[config.mk]
export PLATFORM = sky130hd
export DESIGN_NAME = node_address_table_core_flat
export DESIGN_NICKNAME = d
export VERILOG_FILES = /design/src/hw/rtl/nat_pkg.sv /design/src/hw/rtl/nat_in_if.sv /design/src/hw/rtl/nat_out_if.sv /design/src/hw/rtl/nat_ram.sv /design/src/hw/rtl/nat_datapath.sv /design/src/hw/rtl/nat_ctrl.sv /design/src/hw/rtl/node_address_table_core.sv /design/src/flat_wrapper.sv
export SDC_FILE = /design/constraint.sdc
export NUM_CORES = 2
export LEC_CHECK = 0
export BUFFER_PORTS_ARGS = -buffer_cell sky130_fd_sc_hd__buf_2
export CAP_MARGIN = 40
export CORE_MARGIN = 5
export CORE_UTILIZATION = 50
export CTS_CLUSTER_SIZE = 30
export DETAILED_ROUTE_END_ITERATION = 10
export HOLD_SLACK_MARGIN = 0.02
export PLACE_DENSITY = 0.65
export SLEW_MARGIN = 20
export SYNTH_ARGS = -nofsm -noshare
export SYNTH_HDL_FRONTEND = slang
export SYNTH_SLANG_ARGS = --single-unit
[constraint.sdc]
create_clock -name clk -period 10.5 [get_ports clk]
set_input_delay 2.1 -clock clk [delete_from_list [all_inputs] [get_ports clk]]
set_output_delay 2.1 -clock clk [all_outputs]
set_load 0.02 [all_outputs]
[src/hw/rtl/nat_pkg.sv]
// shared constants, codes and control types of the node address table
`default_nettype none

package nat_pkg;

	// table geometry
	localparam int TABLE_SIZE = 32;
	localparam int IDX_W      = $clog2(TABLE_SIZE);
	localparam int CNT_W      = $clog2(TABLE_SIZE + 1);

	// item field widths
	localparam int CMD_W      = 2;
	localparam int ADDR_W     = 48;
	localparam int POS_W      = 5;
	localparam int STATUS_W   = 3;
	localparam int COUNT_W    = 6;

	// width that holds both a position and a fill count
	localparam int CMP_W      = (CNT_W > POS_W) ? CNT_W : POS_W;

	// command codes
	typedef enum logic [CMD_W-1:0] {
		CMD_ADD     = 2'd0,
		CMD_DISABLE = 2'd1,
		CMD_ENABLE  = 2'd2
	} cmd_t;

	// result status codes
	typedef enum logic [STATUS_W-1:0] {
		ST_APPENDED  = 3'd0,
		ST_SWAPPED   = 3'd1,
		ST_REPLACED  = 3'd2,
		ST_FLAG      = 3'd3,
		ST_NOT_FOUND = 3'd4,
		ST_BAD_POS   = 3'd5
	} status_t;

	// source of the reported slot
	typedef enum logic [1:0] {
		IDX_ZERO = 2'd0,
		IDX_POS  = 2'd1,
		IDX_SLOT = 2'd2
	} idx_sel_t;

	// controller states
	typedef enum logic [2:0] {
		S_IDLE      = 3'd0,
		S_DECIDE    = 3'd1,
		S_SEARCH    = 3'd2,
		S_RD_POS    = 3'd3,
		S_SWAP_SLOT = 3'd4,
		S_SWAP_POS  = 3'd5,
		S_RESULT    = 3'd6
	} state_t;

	// commands from controller to datapath
	typedef struct packed {
		logic     load;
		logic     search;
		logic     rd_pos;
		logic     wr_en;
		logic     wr_swap;
		logic     en_write;
		logic     en_val;
		logic     en_at_slot;
		logic     cnt_inc;
		logic     res_load;
		status_t  res_status;
		idx_sel_t res_idx_sel;
		logic     out_load;
	} ctl_t;

	// status from datapath to controller
	typedef struct packed {
		logic cmd_add;
		logic cmd_flag;
		logic cmd_en;
		logic pos_eq_cnt;
		logic pos_bad;
		logic full;
		logic search_done;
		logic hit;
		logic out_free;
	} sts_t;

endpackage

`default_nettype wire

[src/hw/rtl/nat_in_if.sv]
// request channel of the node address table
`default_nettype none

interface nat_in_if import nat_pkg::*; ();

	logic              valid;
	logic              ready;
	logic [CMD_W-1:0]  cmd;
	logic [ADDR_W-1:0] node_addr;
	logic [POS_W-1:0]  position;

	modport source (output valid, cmd, node_addr, position, input ready);
	modport sink   (input valid, cmd, node_addr, position, output ready);

endinterface

`default_nettype wire

[src/hw/rtl/nat_out_if.sv]
// response channel of the node address table
`default_nettype none

interface nat_out_if import nat_pkg::*; ();

	logic                valid;
	logic                ready;
	logic [STATUS_W-1:0] status;
	logic [POS_W-1:0]    match_index;
	logic [COUNT_W-1:0]  entry_count;

	modport source (output valid, status, match_index, entry_count, input ready);
	modport sink   (input valid, status, match_index, entry_count, output ready);

endinterface

`default_nettype wire

[src/hw/rtl/nat_ram.sv]
// generic single-write single-read ram with registered read data
`default_nettype none

module nat_ram #(
	parameter int WIDTH = 8,
	parameter int DEPTH = 16
) (
	input  logic                     clk,
	input  logic                     we,
	input  logic [$clog2(DEPTH)-1:0] waddr,
	input  logic [WIDTH-1:0]         wdata,
	input  logic                     re,
	input  logic [$clog2(DEPTH)-1:0] raddr,
	output logic [WIDTH-1:0]         rdata
);

	logic [WIDTH-1:0] mem_q [DEPTH];
	logic [WIDTH-1:0] rdata_q;

	// write port
	always_ff @(posedge clk) begin
		if (we) begin
			mem_q[waddr] <= wdata;
		end
	end

	// registered read port
	always_ff @(posedge clk) begin
		if (re) begin
			rdata_q <= mem_q[raddr];
		end
	end

	assign rdata = rdata_q;

endmodule

`default_nettype wire

[src/hw/rtl/nat_datapath.sv]
// datapath: item registers, address ram, scan pipeline, flags, count and result register
`default_nettype none

module nat_datapath import nat_pkg::*; (
	input  logic                clk,
	input  logic                arst_n,
	input  logic [CMD_W-1:0]    req_cmd,
	input  logic [ADDR_W-1:0]   req_node_addr,
	input  logic [POS_W-1:0]    req_position,
	input  ctl_t                ctl,
	output sts_t                sts,
	output logic                rsp_valid,
	input  logic                rsp_ready,
	output logic [STATUS_W-1:0] rsp_status,
	output logic [POS_W-1:0]    rsp_match_index,
	output logic [COUNT_W-1:0]  rsp_entry_count
);

	// item registers
	logic [CMD_W-1:0]    cmd_q;
	logic [ADDR_W-1:0]   addr_q;
	logic [POS_W-1:0]    pos_q;

	// table state
	logic [CNT_W-1:0]    cnt_q;
	logic [TABLE_SIZE-1:0] en_q;

	// scan state
	logic [CNT_W-1:0]    scan_q;
	logic                cmp_vld_s1;
	logic [IDX_W-1:0]    cmp_idx_s1;
	logic                hit_q;
	logic [IDX_W-1:0]    slot_q;

	// pending and delivered result
	logic [STATUS_W-1:0] res_status_q;
	logic [IDX_W-1:0]    res_idx_q;
	logic                rsp_valid_q;
	logic [STATUS_W-1:0] rsp_status_q;
	logic [POS_W-1:0]    rsp_idx_q;
	logic [COUNT_W-1:0]  rsp_cnt_q;

	// ram ports
	logic                ram_we;
	logic [IDX_W-1:0]    ram_waddr;
	logic [ADDR_W-1:0]   ram_wdata;
	logic                ram_re;
	logic [IDX_W-1:0]    ram_raddr;
	logic [ADDR_W-1:0]   ram_rdata;

	logic                issue;
	logic                cmp_hit;
	logic [IDX_W-1:0]    pos_idx;
	logic [IDX_W-1:0]    en_idx;
	logic [IDX_W-1:0]    res_idx_d;
	logic [CMP_W-1:0]    pos_cmp;
	logic [CMP_W-1:0]    cnt_cmp;

	assign pos_idx = IDX_W'(pos_q);
	assign pos_cmp = CMP_W'(pos_q);
	assign cnt_cmp = CMP_W'(cnt_q);

	// scan issues one stored address per cycle until count or first hit
	assign issue   = ctl.search && (scan_q < cnt_q) && !hit_q;
	assign cmp_hit = cmp_vld_s1 && !hit_q && (ram_rdata == addr_q);

	// address store
	assign ram_we    = ctl.wr_en;
	assign ram_waddr = ctl.wr_swap ? slot_q : pos_idx;
	assign ram_wdata = ctl.wr_swap ? ram_rdata : addr_q;
	assign ram_re    = ctl.rd_pos || issue;
	assign ram_raddr = ctl.rd_pos ? pos_idx : IDX_W'(scan_q);

	nat_ram #(
		.WIDTH(ADDR_W),
		.DEPTH(TABLE_SIZE)
	) u_addr_ram (
		.clk   (clk),
		.we    (ram_we),
		.waddr (ram_waddr),
		.wdata (ram_wdata),
		.re    (ram_re),
		.raddr (ram_raddr),
		.rdata (ram_rdata)
	);

	assign en_idx = ctl.en_at_slot ? slot_q : pos_idx;

	// reported slot select
	always_comb begin
		case (ctl.res_idx_sel)
			IDX_POS:  res_idx_d = pos_idx;
			IDX_SLOT: res_idx_d = slot_q;
			default:  res_idx_d = '0;
		endcase
	end

	// control state: count, flags, scan progress, result valid
	always_ff @(posedge clk or negedge arst_n) begin
		if (!arst_n) begin
			cnt_q       <= '0;
			en_q        <= '0;
			scan_q      <= '0;
			cmp_vld_s1  <= 1'b0;
			hit_q       <= 1'b0;
			rsp_valid_q <= 1'b0;
		end else begin
			if (ctl.load) begin
				scan_q     <= '0;
				cmp_vld_s1 <= 1'b0;
				hit_q      <= 1'b0;
			end else if (ctl.search) begin
				cmp_vld_s1 <= issue;
				if (issue) begin
					scan_q <= scan_q + CNT_W'(1);
				end
				if (cmp_hit) begin
					hit_q <= 1'b1;
				end
			end else begin
				cmp_vld_s1 <= 1'b0;
			end
			if (ctl.cnt_inc) begin
				cnt_q <= cnt_q + CNT_W'(1);
			end
			if (ctl.en_write) begin
				en_q[en_idx] <= ctl.en_val;
			end
			if (ctl.out_load) begin
				rsp_valid_q <= 1'b1;
			end else if (rsp_ready) begin
				rsp_valid_q <= 1'b0;
			end
		end
	end

	// payload registers
	always_ff @(posedge clk) begin
		if (ctl.load) begin
			cmd_q  <= req_cmd;
			addr_q <= req_node_addr;
			pos_q  <= req_position;
		end
		if (ctl.search) begin
			cmp_idx_s1 <= IDX_W'(scan_q);
		end
		if (cmp_hit && ctl.search) begin
			slot_q <= cmp_idx_s1;
		end
		if (ctl.res_load) begin
			res_status_q <= ctl.res_status;
			res_idx_q    <= res_idx_d;
		end
		if (ctl.out_load) begin
			rsp_status_q <= res_status_q;
			rsp_idx_q    <= POS_W'(res_idx_q);
			rsp_cnt_q    <= COUNT_W'(cnt_q);
		end
	end

	// status toward the controller
	always_comb begin
		sts.cmd_add     = (cmd_q == CMD_ADD);
		sts.cmd_flag    = (cmd_q inside {CMD_DISABLE, CMD_ENABLE});
		sts.cmd_en      = (cmd_q == CMD_ENABLE);
		sts.pos_eq_cnt  = (pos_cmp == cnt_cmp);
		sts.pos_bad     = (pos_cmp > cnt_cmp) || (pos_cmp >= CMP_W'(TABLE_SIZE));
		sts.full        = (cnt_q == CNT_W'(TABLE_SIZE));
		sts.search_done = hit_q || (!cmp_vld_s1 && (scan_q >= cnt_q));
		sts.hit         = hit_q;
		sts.out_free    = !rsp_valid_q || rsp_ready;
	end

	assign rsp_valid       = rsp_valid_q;
	assign rsp_status      = rsp_status_q;
	assign rsp_match_index = rsp_idx_q;
	assign rsp_entry_count = rsp_cnt_q;

endmodule

`default_nettype wire

[src/hw/rtl/nat_ctrl.sv]
// controller state machine sequencing decide, scan, swap and result
`default_nettype none

module nat_ctrl import nat_pkg::*; (
	input  logic clk,
	input  logic arst_n,
	input  logic in_valid,
	output logic in_ready,
	output ctl_t ctl,
	input  sts_t sts
);

	state_t state_q;
	state_t state_d;

	// state register
	always_ff @(posedge clk or negedge arst_n) begin
		if (!arst_n) begin
			state_q <= S_IDLE;
		end else begin
			state_q <= state_d;
		end
	end

	// next state and commands
	always_comb begin
		state_d             = state_q;
		in_ready            = 1'b0;
		ctl                 = '0;
		ctl.res_status      = ST_NOT_FOUND;
		ctl.res_idx_sel     = IDX_ZERO;
		case (state_q)
			S_IDLE: begin
				in_ready = 1'b1;
				if (in_valid) begin
					ctl.load = 1'b1;
					state_d  = S_DECIDE;
				end
			end
			S_DECIDE: begin
				if (sts.cmd_add) begin
					if (sts.pos_eq_cnt) begin
						ctl.res_load = 1'b1;
						if (sts.full) begin
							ctl.res_status = ST_BAD_POS;
						end else begin
							// append at the end and enable
							ctl.wr_en       = 1'b1;
							ctl.en_write    = 1'b1;
							ctl.en_val      = 1'b1;
							ctl.cnt_inc     = 1'b1;
							ctl.res_status  = ST_APPENDED;
							ctl.res_idx_sel = IDX_POS;
						end
						state_d = S_RESULT;
					end else if (sts.pos_bad) begin
						ctl.res_load   = 1'b1;
						ctl.res_status = ST_BAD_POS;
						state_d        = S_RESULT;
					end else begin
						state_d = S_SEARCH;
					end
				end else if (sts.cmd_flag) begin
					state_d = S_SEARCH;
				end else begin
					ctl.res_load = 1'b1;
					state_d      = S_RESULT;
				end
			end
			S_SEARCH: begin
				ctl.search = 1'b1;
				if (sts.search_done) begin
					if (sts.cmd_add) begin
						if (sts.hit) begin
							state_d = S_RD_POS;
						end else begin
							// overwrite the named slot and enable it
							ctl.wr_en       = 1'b1;
							ctl.en_write    = 1'b1;
							ctl.en_val      = 1'b1;
							ctl.res_load    = 1'b1;
							ctl.res_status  = ST_REPLACED;
							ctl.res_idx_sel = IDX_POS;
							state_d         = S_RESULT;
						end
					end else begin
						ctl.res_load = 1'b1;
						if (sts.hit) begin
							ctl.en_write    = 1'b1;
							ctl.en_at_slot  = 1'b1;
							ctl.en_val      = sts.cmd_en;
							ctl.res_status  = ST_FLAG;
							ctl.res_idx_sel = IDX_SLOT;
						end
						state_d = S_RESULT;
					end
				end
			end
			S_RD_POS: begin
				ctl.rd_pos = 1'b1;
				state_d    = S_SWAP_SLOT;
			end
			S_SWAP_SLOT: begin
				// displaced address moves to the found slot
				ctl.wr_en   = 1'b1;
				ctl.wr_swap = 1'b1;
				state_d     = S_SWAP_POS;
			end
			S_SWAP_POS: begin
				ctl.wr_en       = 1'b1;
				ctl.res_load    = 1'b1;
				ctl.res_status  = ST_SWAPPED;
				ctl.res_idx_sel = IDX_SLOT;
				state_d         = S_RESULT;
			end
			S_RESULT: begin
				if (sts.out_free) begin
					ctl.out_load = 1'b1;
					state_d      = S_IDLE;
				end
			end
			default: begin
				state_d = S_IDLE;
			end
		endcase
	end

endmodule

`default_nettype wire

[src/hw/rtl/node_address_table_core.sv]
// top level of the node address table
//
//  port  direction  payload                                   role
//  req   sink       cmd, node_addr, position                  add / disable / enable item
//  rsp   source     status, match_index, entry_count          one result item per request
//
// one item at a time; a lookup scans the filled slots up to the first hit or the fill count,
// a swap then reads the named slot and writes both slots, and an append, a rejected add or
// an unused command goes from decide straight to result; the scan reads one stored
// address per cycle through the single read port of the address ram
// the next item can be taken in the cycle after its result is loaded into the output register
// reset clears the fill count and all enabled bits; addresses are not cleared
// a new item is taken while the previous result still waits in the output register;
// its own result then waits in the controller until the register frees

`default_nettype none

module node_address_table_core import nat_pkg::*; (
	input  logic      clk,
	input  logic      arst_n,
	nat_in_if.sink    req,
	nat_out_if.source rsp
);

	ctl_t ctl;
	sts_t sts;

	// sequencer
	nat_ctrl u_ctrl (
		.clk      (clk),
		.arst_n   (arst_n),
		.in_valid (req.valid),
		.in_ready (req.ready),
		.ctl      (ctl),
		.sts      (sts)
	);

	// table and result datapath
	nat_datapath u_datapath (
		.clk             (clk),
		.arst_n          (arst_n),
		.req_cmd         (req.cmd),
		.req_node_addr   (req.node_addr),
		.req_position    (req.position),
		.ctl             (ctl),
		.sts             (sts),
		.rsp_valid       (rsp.valid),
		.rsp_ready       (rsp.ready),
		.rsp_status      (rsp.status),
		.rsp_match_index (rsp.match_index),
		.rsp_entry_count (rsp.entry_count)
	);

endmodule

`default_nettype wire

[src/flat_wrapper.sv]
// flat-port wrapper written by rule: the top's interface ports become plain ports
module node_address_table_core_flat import nat_pkg::*;
  (clk, arst_n, req_valid, req_cmd, req_node_addr, req_position, req_ready, rsp_valid, rsp_status, rsp_match_index, rsp_entry_count, rsp_ready);
  nat_in_if req_i ();
  nat_out_if rsp_i ();
  input  logic clk;
  input  logic arst_n;
  input wire logic [$bits(req_i.valid)-1:0] req_valid;
  input wire logic [$bits(req_i.cmd)-1:0] req_cmd;
  input wire logic [$bits(req_i.node_addr)-1:0] req_node_addr;
  input wire logic [$bits(req_i.position)-1:0] req_position;
  output wire logic [$bits(req_i.ready)-1:0] req_ready;
  output wire logic [$bits(rsp_i.valid)-1:0] rsp_valid;
  output wire logic [$bits(rsp_i.status)-1:0] rsp_status;
  output wire logic [$bits(rsp_i.match_index)-1:0] rsp_match_index;
  output wire logic [$bits(rsp_i.entry_count)-1:0] rsp_entry_count;
  input wire logic [$bits(rsp_i.ready)-1:0] rsp_ready;
  assign req_i.valid = req_valid;
  assign req_i.cmd = req_cmd;
  assign req_i.node_addr = req_node_addr;
  assign req_i.position = req_position;
  assign req_ready = req_i.ready;
  assign rsp_valid = rsp_i.valid;
  assign rsp_status = rsp_i.status;
  assign rsp_match_index = rsp_i.match_index;
  assign rsp_entry_count = rsp_i.entry_count;
  assign rsp_i.ready = rsp_ready;
  node_address_table_core u_core (.clk(clk), .arst_n(arst_n), .req(req_i), .rsp(rsp_i));
endmodule
==> results.md <==
* Critical Path Start Type: flip-flop
* Die Y at a little under 400 microns
* Worst voltage drop across the vdd grid at 0.259 mV
* Post-route minimum period at around 5 ns
* Ys flop type: edfxtp_1
* F_max at between 200 and 250 MHz
* Share of the clock period used by the worst path after layout at 46.8%
* Count of cell types in the netlist at 68
* Hold Fails Final Rpt at 0
* Antenna violations before repair at 2
* Start point of the worst hold path: u_core.u_datapath.res_idx_q[4]
* Number of buffers added by the clock tree synthesis step at around 170
* Die width at just under 400 microns
* Avg Vias per Cell at ~6.6
* Synthesized instance count at approximately 4300
* Starting Density at 50.1%
* Fraction of registers with async set or reset after synthesis at under 10%
* Number of maximum-capacitance constraint violations at 0
* Worst r2r src: u_core.u_ctrl.state_q[0]
* Final setup skew at around 0.040 ns
* Worst slew margin at around 29%
* Worst-Margin Slew at around 1.1 ns
* Number of placed cells counting well taps at a little over 6000
* Non-filler instance count after layout at 6499
* Crit. Startpoint: u_core.u_ctrl.state_q[0]
* Number of synthesized register bits at approximately 1700
* TritonCTS sink count at about 1700
* Number of nets in the layout at between 4000 and 5000
* Most used cells in the layout excluding fill and tap cells: edfxtp_1 (1671), nand2_1 (673), mux2i_1 (318)
* Total Power at between 15 and 20 mW
* Run status: completed
* Placer Congestion at ~0.83
* Largest net degree at the start of global routing at 160
* Lkg Pwr at around 25 nW
* Count of input and output buffers at between 70 and 80
* Pins over their slew limit at 0
* Worst min path class: flip-flop to flip-flop
* Number of iterations in the first detailed-routing pass at 8
* Required arrival time at the worst endpoint at between 10 and 15 ns
* Worst-Skew Late Latency at roughly 0.82 ns
* TritonCTS clock tree: yes
* Number of hold buffers added after cts at 0
* DRC at 0
* Count of synthesis-stage warnings from yosys at 0
* Syn_nets at ~4400
* Nature of the critical path endpoint: flip-flop
* Global-route total usage across every layer at ~27%
* Util after Layout at a little under three fifths
* Total of cells resized after clock tree synthesis at 0
* Placed inst area at 74700 sq um
* Unrepaired setup endpoints after global routing: false
* Placeable Area at 143000 sq um
* Vias at 43054
* Worst Path Max Fanout at 37
* Startpoint-to-endpoint class of the critical path: flip-flop to flip-flop
* H-tree depth at 4
* First-pass GRT wire length at just under 300000 microns
* Clock root buffer: clkbuf_16
* Post-CTS Setup Inserts at 0
* Clock Path Buffers at 3
* Via count of the first global-routing pass at 41872
* Estimated wirelength of the detail-placed design at approximately 120000 microns
* Setup TNS at 0 ns
* Cell Rows at between 100 and 150
* Seq/Total Area, Yosys at 70.6%
* Number of nets still failing antenna checks after routing at 0
* Post-CTS clock slew at the launch and capture registers of the worst setup and hold paths at 0.06 ns
* Area of all placed cells without fillers at 80500 sq um
* Cell area power density at ~230 nW/um^2
* Total inserted antenna cells at 0
* I/O pin count at between 70 and 80
* Final wirelength at between 200000 and 250000 microns
* Remaining global-route overflow at 0
* CP Data Arrival Time at between 5 and 6 ns
* Ratio of cells with drive above 1 in the final layout at about a fifth
* Average detailed-routed wire length per instance at approximately 32 microns
* Avg Synthesized Cell Area at 16.5 sq um
* Area added between synthesis and finish at 12.3%
* Post-synth EDFFs at 1671
* Syn Std Cell Area at roughly 72000 sq um
* Drt initial violations at 5617
* Overall die area at ~150000 sq um
* Commonest non-fill, non-tap cell in the layout: edfxtp_1
* Final setup viols at 0
-- sequential cells by signal, indices dropped and copies added (netlist names) --
name / cells
u_core.u_datapath.slot_q: 5
u_core.u_datapath.addr_q: 48
u_core.u_datapath.u_addr_ram.mem_q: 1536
u_core.u_datapath.u_addr_ram.rdata: 48
u_core.u_datapath.cmp_vld_s1: 1
u_core.u_datapath.pos_idx: 5
u_core.u_datapath.rsp_status: 3
u_core.u_datapath.hit_q: 1
u_core.u_datapath.cnt_cmp: 6
u_core.u_datapath.cmd_q: 2
u_core.u_ctrl.state_q: 3
u_core.u_datapath.rsp_match_index: 5
u_core.u_datapath.cmp_idx_s1: 5
u_core.u_datapath.res_status_q: 3
u_core.u_datapath.scan_q: 6
u_core.u_datapath.rsp_valid: 1
u_core.u_datapath.rsp_entry_count: 6
u_core.u_datapath.res_idx_q: 5
-- stage by stage --
stage | hold WS, ns | setup slack (ns)
2_1_floorplan | 0.400 | 4.56
3_3_place_gp | 0.402 | 5.74
3_5_place_dp | 0.406 | 5.68
4_1_cts | 0.413 | 5.67
5_1_grt | 0.426 | 5.48
6_report | 0.412 | 5.59
-- where the power goes --
| part | internal (mW) | switching, mW | total (mW) |
|---|---|---|---|
| logic | 1.18 | 2.63 | 3.81 |
| clock network | 3.51 | 2.58 | 6.09 |
| registers | 8.56 | 0.222 | 8.78 |
-- cell type report --
type | instances | area [sq um]
flip-flops and latches | 1689 | 50600
inverters | 35 | 135
well taps | 1903 | 2380
clock inverters | 105 | 992
clock buffers | 220 | 4640
multi-input cells | 2324 | 19700
fillers | 10946 | 62500
repair buffers | 223 | 1960
-- path summary, 6_finish.rpt --
| path | to | slack (ns) | cells after the start |
|---|---|---|---|
| max in group asynchronous | u_core.u_datapath.scan_q[1] | 8.90 | 1 |
| hold reg to reg | u_core.u_datapath.rsp_match_index[4] | 0.41 | 0 |
| hold / removal | u_core.u_datapath.rsp_match_index[4] | 0.41 | 0 |
| setup / recovery | u_core.u_datapath.u_addr_ram.rdata[37] | 5.59 | 9 |
| min in group asynchronous | u_core.u_datapath.rsp_valid | 1.23 | 1 |
| setup reg to reg | u_core.u_datapath.u_addr_ram.rdata[37] | 5.59 | 9 |
-- synth_stat cells, types with 62 or more instances --
cell	count	area, sq um
nand4_1	68	425
buf_2	134	671
edfxtp_1	1671	50200
o21ai_0	111	556
mux4_2	275	6190
nand3_1	62	310
a21oi_1	102	510
nand2_1	674	2530
mux2i_1	319	3190
a32oi_1	218	1910
clkbuf_1	99	372
nor2_1	78	293
-- worst max-delay path, cell delays in order (launching register included) --
cell     delay [ns]
dfrtp_1        0.65
and3b_1        0.76
mux2i_4        0.38
buf_4          0.71
buf_4          0.75
nor2_4         0.33
buf_4          0.45
a32oi_1        0.28
nand3_1        0.11
nor4_2         0.26
-- logic make-up after synthesis --
logic type,after synthesis,synth area share [%]
AOI/OAI and AO/OA,626,6.30
buffers and inverters,331,2.29
adders and majority gates,21,0.367
DFF,1689,70.6
xor gates and xnor gates,43,0.526
and+or+nand+nor,991,5.98
muxes,643,13.9
-- metal layers --
layer	global-route usage, %	share of wire [%]
met1	37.8	39
met2	41.5	46
met3	6.06	11
met4	10.0	3.9
met5	0	0.0039
Power figures use the tool's default switching activity.
